### src/gnlh_pkg.sv
// Shared types and constants of the gated nearest lane heading block.
// Used by the controller, the datapath and the top level.
// No dependencies.
package gnlh_pkg;

    localparam int MAX_ENTRIES = 1024;
    localparam int IDX_W       = (MAX_ENTRIES > 1) ? $clog2(MAX_ENTRIES) : 1;
    localparam int CNT_W       = $clog2(MAX_ENTRIES + 1);

    localparam int MODE_W   = 2;
    localparam int STATUS_W = 2;
    localparam int POS_W    = 32;
    localparam int HEAD_W   = 16;
    localparam int WIDTH_W  = 16;
    localparam int GATE_W   = 33;
    localparam int ENTRY_W  = 2 * POS_W + HEAD_W + GATE_W;

    // |d| >= 2^ABS_KEEP squares past any gate
    localparam int ABS_W    = POS_W + 1;
    localparam int ABS_KEEP = 17;
    localparam int SQ_W     = 2 * ABS_KEEP;
    localparam int SUM_W    = SQ_W + 1;

    localparam logic [GATE_W-1:0] GATE_ONE = GATE_W'(65536);

    localparam logic [MODE_W-1:0] MODE_APPEND = 2'd0;
    localparam logic [MODE_W-1:0] MODE_QUERY  = 2'd1;
    localparam logic [MODE_W-1:0] MODE_CLEAR  = 2'd2;

    localparam logic [STATUS_W-1:0] STATUS_OK       = 2'd0;
    localparam logic [STATUS_W-1:0] STATUS_NO_MATCH = 2'd1;
    localparam logic [STATUS_W-1:0] STATUS_FULL     = 2'd2;

    typedef enum logic [4:0] {
        ST_IDLE   = 5'b00001,
        ST_APPEND = 5'b00010,
        ST_SCAN   = 5'b00100,
        ST_DRAIN  = 5'b01000,
        ST_DONE   = 5'b10000
    } state_t;

    typedef struct packed {
        logic accept;
        logic append_write;
        logic scan_issue;
        logic out_load;
    } ctrl_cmd_t;

    typedef struct packed {
        logic full;
        logic empty;
        logic scan_last;
        logic pipe_busy;
    } dp_status_t;

endpackage

### src/gnlh_ctrl.sv
// Controller state machine: sequences append, scan, drain and result handoff.
// Depends on gnlh_pkg.
module gnlh_ctrl (
    input  logic                        aclk,
    input  logic                        aresetn,
    input  logic                        s_tvalid,
    output logic                        s_tready,
    input  logic [gnlh_pkg::MODE_W-1:0] in_mode,
    output logic                        m_tvalid,
    input  logic                        m_tready,
    input  gnlh_pkg::dp_status_t        status,
    output gnlh_pkg::ctrl_cmd_t         cmd
);
    import gnlh_pkg::*;

    state_t state_reg, state_next;
    logic   out_valid_reg, out_valid_next;
    logic   out_free;

    assign s_tready   = (state_reg == ST_IDLE);
    assign out_free   = !out_valid_reg || m_tready;

    assign cmd.accept       = s_tvalid && (state_reg == ST_IDLE);
    assign cmd.append_write = (state_reg == ST_APPEND);
    assign cmd.scan_issue   = (state_reg == ST_SCAN);
    assign cmd.out_load     = (state_reg == ST_DONE) && out_free;

    always_comb begin
        state_next = state_reg;
        unique case (state_reg)
            ST_IDLE: begin
                if (s_tvalid) begin
                    unique case (in_mode)
                        MODE_APPEND: state_next = status.full ? ST_DONE : ST_APPEND;
                        MODE_QUERY:  state_next = status.empty ? ST_DONE : ST_SCAN;
                        default:     state_next = ST_DONE;
                    endcase
                end
            end
            ST_APPEND: state_next = ST_DONE;
            ST_SCAN: begin
                if (status.scan_last) begin
                    state_next = ST_DRAIN;
                end
            end
            ST_DRAIN: begin
                if (!status.pipe_busy) begin
                    state_next = ST_DONE;
                end
            end
            ST_DONE: begin
                if (out_free) begin
                    state_next = ST_IDLE;
                end
            end
            default: state_next = ST_IDLE;
        endcase
    end

    always_comb begin
        out_valid_next = out_valid_reg;
        if (cmd.out_load) begin
            out_valid_next = 1'b1;
        end else if (m_tready) begin
            out_valid_next = 1'b0;
        end
    end

    always_ff @(posedge aclk) begin
        if (!aresetn) begin
            state_reg     <= ST_IDLE;
            out_valid_reg <= 1'b0;
        end else begin
            state_reg     <= state_next;
            out_valid_reg <= out_valid_next;
        end
    end

    assign m_tvalid = out_valid_reg;

    a_no_overwrite: assert property (@(posedge aclk) disable iff (!aresetn)
        cmd.out_load |-> (!out_valid_reg || m_tready))
        else $error("pending result overwritten");

    a_load_then_idle: assert property (@(posedge aclk) disable iff (!aresetn)
        cmd.out_load |=> (state_reg == ST_IDLE) && m_tvalid)
        else $error("result handoff did not return to idle");

    a_done_after_drain: assert property (@(posedge aclk) disable iff (!aresetn)
        ((state_reg == ST_DONE) && $past(state_reg == ST_DRAIN)) |-> !status.pipe_busy)
        else $error("result formed before scan pipeline drained");

endmodule

### config.mk
export PLATFORM = sky130hd
export DESIGN_NAME = gnlh_ctrl
export DESIGN_NICKNAME = d
export VERILOG_FILES = /design/src/gnlh_pkg.sv /design/src/gnlh_ctrl.sv
export SDC_FILE = /design/constraint.sdc
export NUM_CORES = 1
export LEC_CHECK = 0
export ABC_AREA = 1
export CAP_MARGIN = 20
export CORE_AREA = 5 5 42 44
export DETAILED_ROUTE_END_ITERATION = 8
export DIE_AREA = 0 0 47 49
export DONT_BUFFER_PORTS = 1
export MAX_ROUTING_LAYER = met4
export PLACE_DENSITY = 0.47
export SLEW_MARGIN = 20
export SYNTH_ARGS = -nofsm -noshare
export SYNTH_HDL_FRONTEND = slang
export SYNTH_SLANG_ARGS = --single-unit
### constraint.sdc
create_clock -name aclk -period 1.07 [get_ports aclk]
set_input_delay 0.321 -clock aclk [delete_from_list [all_inputs] [get_ports aclk]]
set_output_delay 0.321 -clock aclk [all_outputs]
set_load 0.005 [all_outputs]
* After elaboration in Yosys (flattened, before gate mapping)
Index checks and enable logic that the tools add are counted.
Word-level totals: register bits after elaboration 6, input bits 10, output and inout bits 6, logic and storage cells 29
Cells by class: eq/ne operators 10, muxes and demuxes 10, reductions and logical operators 7
Operators with widths (count):
- $mux W5 | 6
- $pmux W5 S5 | 1
- $pmux W5 S2 | 1
- $ne A2 B2 Y1 const B | 4
- $eq A5 B1 Y1 const B | 1
- $eq A5 B2 Y1 const B | 1
- $eq A5 B3 Y1 const B | 1
- $eq A5 B4 Y1 const B | 1
- $eq A5 B5 Y1 const B | 1
- $reduce_and A4 Y1 | 1
- $eq A2 B1 Y1 const B | 1
- $logic_and A1 B1 Y1 | 2
- $logic_not A2 Y1 | 1
- $mux W1 | 2
- $reduce_bool A2 Y1 | 1
- $logic_not A1 Y1 | 1
- $logic_or A1 B1 Y1 | 1

* Depth between registers and ports, before layout
Gate-level depths: netlist of the first run.
depth in word-level cells 4, mapped depth 9, mapped depth without buffers 9

* Least setup slack after synthesis of the first run
OpenSTA, ideal clock, no wires.
kind reg-to-output, start point reg state_reg[2], end point out cmd[0] (netlist name), arrival time 0.828 ns, data required time 0.749 ns, setup slack -0.079 ns, cell stages (with the launch flop) 5, path through dfxtp_1 nor2_4 nand3_1 nor2_1 buf_4
RTL lines:
- start, declared | RTL line gnlh_ctrl.sv:16 | state_t state_reg, state_next;
- start signal, assigned | RTL line gnlh_ctrl.sv:74 | state_reg <= state_next;
- end, declared | RTL line gnlh_ctrl.sv:12 | output gnlh_pkg::ctrl_cmd_t cmd

==> qor.csv, run 1 <==
stage,metric,value,unit
run_status,outcome,"finished, violations left",
run_status,violations,negative setup slack,
finish,final_cell_mix,"nor2_1, nand2_1, buf_4",
route,vias_per_cell,4.60,
route,routedWlPerCell,11.3,um
finish,fin_area,653,um^2
clock_network,holdBufCountCts,0,
finish,final_util,0.466,
sta,tightest_slew,195,ps
sta,fin_crit,1330,ps
job,max_cap_viol_count,0,
placed_design,gp_congestion,0.748,
floorplanning,dieArea,2300,um^2
route,vias,451,
synthesis,avgSynthCellArea,6.52,um^2
worst_setup_path,crit_fanout,5,
synthesis,synth_cells,66,
sta,hold_violations,0,
finish,n_antenna_cell,0,
sta,finalSetupViolCount,10,
finish,fin_cells,98,
finish,layout.nets,94,
floorplanning,io-pin-count,16,
global_routing,grt_antenna_before_repair,0,
worst_setup_path,regToRegEndpoint,state_reg[3],
synthesis,yosys.area_share.xor_xnor,0,
clock_network,htreeDepth,1,
worst_setup_path,crit_start,state_reg[2],
floorplanning,coreArea,1400,um^2
finish,largest_reg_flops,5,
clock_network,path_clk_slew,40,ps
sta,whs,167,ps
pwr,p_total,1710,uW
sta,maxSlewViolCount,0,
global_routing,grt_pass1_wl,1890,um
global_routing,grt_pass1_vias,446,
hold_path,min_path_type,primary input to flop,
route,routed.top_layer,met4,
pwr,p_leak,0.000329,uW
route,wl_met1,442,um
placed_design,port-buffer-count,0,
sta,fin_crit_sh,1.24,
synthesis,synthMuxAreaShare,0,
worst_setup_path,path_class,flop to output port,
route,met3_length,82,um
synthesis,ys_types,15,
pwr,ir_drop,932,uV
synthesis,synth_top_area_frac,0.279,
sta,fmax,753,MHz
placed_design,place_area,480,um^2
route,ant_nets,0,
finish,area_growth,51.7,%
synthesis,synth_top_area_cell,dfxtp_1,
worst_setup_path,reg2reg_from,state_reg[3],
clock_network,cts_root_buf,clkbuf_4,
worst_setup_path,required,750,ps
pwr,power_density,2610,nW/um^2
sta,rsz0062_at_grt,true,
worst_setup_path,cp-endpoint,cmd[3],
hold_path,holdCritStartpoint,aresetn,
global_routing,grt_max_degree,9,
synthesis,synthSimpleGateAreaFrac,0.581,
synthesis,ys_warn_count,0,
global_routing,track_usage,0.120,
sta,max_slew_margin,0.870,
synthesis,synth.ff_latch_count,6,
finish,fillers,152,
worst_setup_path,setup.worst_path.start_class,flop,
clock_network,clock-sinks,6,
route,drc,0,
worst_setup_path,reg2reg_slack,-220,ps
clock_network,cts_tree,yes,
route,drtPass1Iterations,4,
worst_setup_path,r2r_cells,9,
sta,timing.final.ws_setup,-258,ps
global_routing,grt_overflow,0,
worst_setup_path,worstSetupEndpointType,output port,
synthesis,synth_area_leaders,"dfxtp_1, nor2_1, nand2_1, inv_1, nor2_4",
synthesis,syn_nets,76,
floorplanning,fp.dieW,47,um
sta,finalClockSkew,3.94,ps
synthesis,synth_fa_ha_area_frac,0,
placed_design,dp_cells,86,
placed_design,post-dp-hpwl,789,um
route,drt-total-wl,1110,um
route,drt_iter0_markers,3,
route,wl_met2,534,um
synthesis,netlist_area,430,um^2
floorplanning,fp-row-count,14,
clock_network,clkLatencyLatePin,240,ps
synthesis,synth_compound_area_frac,0.0174,
synthesis,synth_top_family_by_area,simple AND/OR/NAND/NOR gates,
synthesis,synth_seq_area_share,0.279,
finish,layout-drive-gt1-share,0.524,
clock_network,clk_path_buf_depth,2,
clock_network,cts_buffers,3,
floorplanning,die_h,49,um
floorplanning,start_util,0.307,
worst_setup_path,arrival,1010,ps
through the flow:
step	TNS, ps	worst slack (ps)
after global placement	-641	-115
after CTS	-1970	-280
after global routing	-2930	-333
after detailed placement	-621	-97.6
final	-2150	-258
after floorplan	-78.8	-78.8
timing repair:
| action | 4_1_cts | 5_1_grt |
|---|---|---|
| resized for setup | 21 | 6 |
| pin swaps | 7 | 7 |
| gates cloned | 0 | 0 |
| setup buffers | 7 | 3 |
| setup endpoints to repair | 11 | 11 |
cell families (layout without fill, tap and decap cells):
logic type | Yosys count | in the layout
AOI/OAI and AO/OA | 1 | 1
buffers and inverters | 13 | 29
DFF | 6 | 6
and+or+nand+nor | 46 | 46
cells in the mapped netlist (all sizes together):
cell and instances:
nand4 5, o21a 1, inv 12, nand2 13, dfxtp 6, nor2 20, nor3 1, nand3 7
buf 1
critical path, stage by stage, from the launching register on:
cell and delay [ps]:
dfxtp_4 350, nor2_4 180, nand3_4 130, nor2_4 100
power by group:
part / switching (uW) / internal (uW)
Combinational: 572 / 528
Clock: 81.8 / 127
Sequential: 88.0 / 311
routing by layer:
metal,vias to the layer above,GRT usage
li1,238,-
met1,195,0.136
met2,14,0.163
met3,4,0.0295
met4,0,0.111
met5,-,-
worst min-delay path by stage:
stage	endpoint	slack (ps)	depth (start not counted)
floorplan	state_reg[0]	410	1
global placement	state_reg[0]	410	1
detailed placement	state_reg[0]	420	1
CTS	state_reg[0]	160	1
global route	state_reg[0]	180	1
finish	state_reg[0]	170	1
final cells by class:
| class | instances | area (um^2) | area share |
|---|---|---|---|
| clock buffers | 3 | 22.5 | 0.0345 |
| multi-input cells | 47 | 313 | 0.479 |
| repair buffers | 14 | 116 | 0.178 |
| flip-flops and latches | 6 | 134 | 0.205 |
| well taps | 16 | 20.0 | 0.0307 |
| inverters | 12 | 47.5 | 0.0728 |
No activity file was read; power rests on OpenSTA's default activity.
==> inputs of run 2 (changes only) <==
--- a/config.mk
+++ b/config.mk
@@ -13,6 +13,7 @@
 export DONT_BUFFER_PORTS = 1
 export MAX_ROUTING_LAYER = met4
 export PLACE_DENSITY = 0.47
+export REMOVE_ABC_BUFFERS = 1
 export SLEW_MARGIN = 20
 export SYNTH_ARGS = -nofsm -noshare
 export SYNTH_HDL_FRONTEND = slang
==> run 2 against run 1 <==
  * Non-clock buffer count is 2 higher
  * Largest power group unchanged
  * Flip-flop and latch count stayed put
  * The flow still finishes with violations (negative setup slack)
  * Setup slack worse by 12 ps
  * Clock skew hardly changed
==> qor.csv, run 2 (synthesized netlist as in run 1, its figures left out) <==
stage,metric,value,unit,change
pwr,seq_power_share,0.218,,-0.016
pwr,netSwitchingPower,787,uW,+6.1%
placed_design,gp_congestion,0.676,,-9.7%
finish,final_common_cell,nand2_1,,
finish,final_cell_mix,"nand2_1, nor2_1, buf_4",,
pwr,switching_share,0.427,,-0.00751
sta,timing.final.ws_setup,-270,ps,-11.8 ps
hold_path,holdCritStartpoint,aresetn,,
worst_setup_path,worstSetupEndpointType,output port,,
route,routedWlPerCell,11.9,um,+5.1%
finish,multi_input_area,300,um^2,-4.0%
sta,finalSetupViolCount,10,,unchanged
floorplanning,fp.dieW,47,um,unchanged
clock_network,cts_tree,yes,,
global_routing,grt_max_degree,9,,unchanged
floorplanning,start_util,0.307,,unchanged
route,ant_nets,0,,unchanged
worst_setup_path,regToRegEndpoint,state_reg[3],,
route,vias,473,,+4.9%
sta,fin_crit,1340,ps,+11.8 ps
sta,fin_crit_sh,1.25,,+0.0110
clock_network,cts_buffers,3,,unchanged
worst_setup_path,r2r_cells,9,,unchanged
pwr,p_leak,0.000344,uW,+4.5%
placed_design,port-buffer-count,0,,unchanged
clock_network,clkLatencyLatePin,250,ps,about the same
pwr,power_density,2740,nW/um^2,+5.0%
sta,hold_violations,0,,unchanged
clock_network,clock-sinks,6,,unchanged
worst_setup_path,setup.worst_path.start_class,flop,,
finish,n_antenna_cell,0,,unchanged
sta,rsz0062_at_grt,true,,
floorplanning,fp-row-count,14,,unchanged
finish,layout.nets,96,,+2.1%
pwr,clockPowerShare,0.118,,-0.004
global_routing,grt_antenna_before_repair,0,,unchanged
placed_design,post-dp-hpwl,783,um,-0.82%
pwr,intPower,1060,uW,+9.4%
finish,layout-drive-gt1-share,0.524,,-0.000581
hold_path,min_to,state_reg[0],,
clock_network,htreeDepth,1,,unchanged
clock_network,cts_root_buf,clkbuf_4,,
route,drtPass1Iterations,4,,unchanged
worst_setup_path,path_class,flop to output port,,
global_routing,track_usage,0.114,,-0.00569
route,drc,0,,unchanged
clock_network,path_clk_slew,50,ps,about the same
pwr,comb_power_share,0.664,,+0.020
finish,area_growth,56.1,%,
route,vias_per_cell,4.73,,+2.8%
sta,whs,163,ps,-3.81 ps
floorplanning,io-pin-count,16,,unchanged
floorplanning,dieArea,2300,um^2,unchanged
sta,maxSlewViolCount,0,,unchanged
sta,finalClockSkew,4.15,ps,+0.210 ps
job,max_cap_viol_count,0,,unchanged
finish,final_util,0.479,,+0.0134
worst_setup_path,reg2reg_from,state_reg[3],,
sta,tightest_slew,226,ps,+31.6 ps
worst_setup_path,arrival,1020,ps,about the same
finish,final-seq-area,136,um^2,+1.9%
run_status,violations,negative setup slack,,
hold_path,whs_path_depth,1,,unchanged
worst_setup_path,reg2reg_slack,-260,ps,-40 ps
global_routing,grt_pass1_wl,1860,um,-1.8%
hold_path,min_path_type,primary input to flop,,
sta,max_slew_margin,0.849,,-0.0209
run_status,outcome,"finished, violations left",,
sta,fmax,746,MHz,-0.88%
global_routing,grt_overflow,0,,unchanged
pwr,ir_drop,1160,uV,+25%
clock_network,clk_path_buf_depth,2,,unchanged
floorplanning,coreArea,1400,um^2,unchanged
finish,largest_reg_flops,5,,unchanged
global_routing,grt_pass1_vias,444,,-0.45%
route,drt_iter0_markers,8,,+5
finish,fillers,147,,-3.3%
route,drt-total-wl,1190,um,+7.3%
worst_setup_path,required,750,ps,about the same
floorplanning,die_h,49,um,unchanged
worst_setup_path,crit_fanout,4,,-1
worst_setup_path,crit_start,state_reg[2],,
[run 2: changes by cell type in the layout (fill, tap and decap cells not counted), sizes merged]
cell | previous run | this run
buf | 14 | 16
[run 2: worst max path at each step]
| stage | cells past startpoint | endpoint | slack, ps |
|---|---|---|---|
| 2_1_floorplan | 3 | cmd[3] | 6 |
| 3_3_place_gp | 7 | state_reg[3] | -130 |
| 3_5_place_dp | 7 | state_reg[3] | -120 |
| 4_1_cts | 3 | cmd[0] | -300 |
| 5_1_grt | 9 | state_reg[3] | -320 |
| 6_report | 3 | cmd[0] | -270 |
[run 2: cell type report]
class                      instances  share of cell area
clock buffer                       3              0.0335
inverter                          12              0.0745
multi-input combinational         47               0.447
sequential                         6               0.203
tap                               16              0.0298
timing repair buffer              16               0.212
[run 2: layer usage]
metal	part of all wire	global-route usage	vias to the layer above
li1	-	-	242
met1	0.44	0.136	209
met2	0.48	0.167	18
met3	0.063	0.0369	4
met4	0.014	0.0553	0
met5	0	-	-
[run 2: metrics by stage]
step           area [um^2]  power, uW  setup slack (ps)  TNS, ps  cells
2_1_floorplan          423        904              5.87        0     65
3_3_place_gp           495       1100              -125     -838     88
3_5_place_dp           495       1090              -116     -740     88
4_1_cts                602       1580              -298    -1960     96
5_1_grt                672       2000              -318    -2940    100
6_report               672       1840              -270    -2380    100
[run 2: worst max-delay path: stages (launching register included)]
cell and delay, ps:
dfxtp_4 350, nor2_4 180, nand3_2 130, nor2_4 110
[run 2: repair_timing]
| item | CTS | global route |
|---|---|---|
| pin swaps | 9 | 16 |
| hold buffers | 0 | 0 |
| gates resized for setup | 17 | 12 |
| setup endpoints to repair | 11 | 11 |
| buffers inserted | 6 | 4 |
[run 2: power groups by stage]
stage / clock [uW] / sequential [uW] / combinational (uW)
final: 217 / 402 / 1220
after global routing: 227 / 415 / 1360
after CTS: 221 / 383 / 977
after detailed placement: 0 / 369 / 723
after global placement: 0 / 367 / 728
after floorplan: 0 / 359 / 545
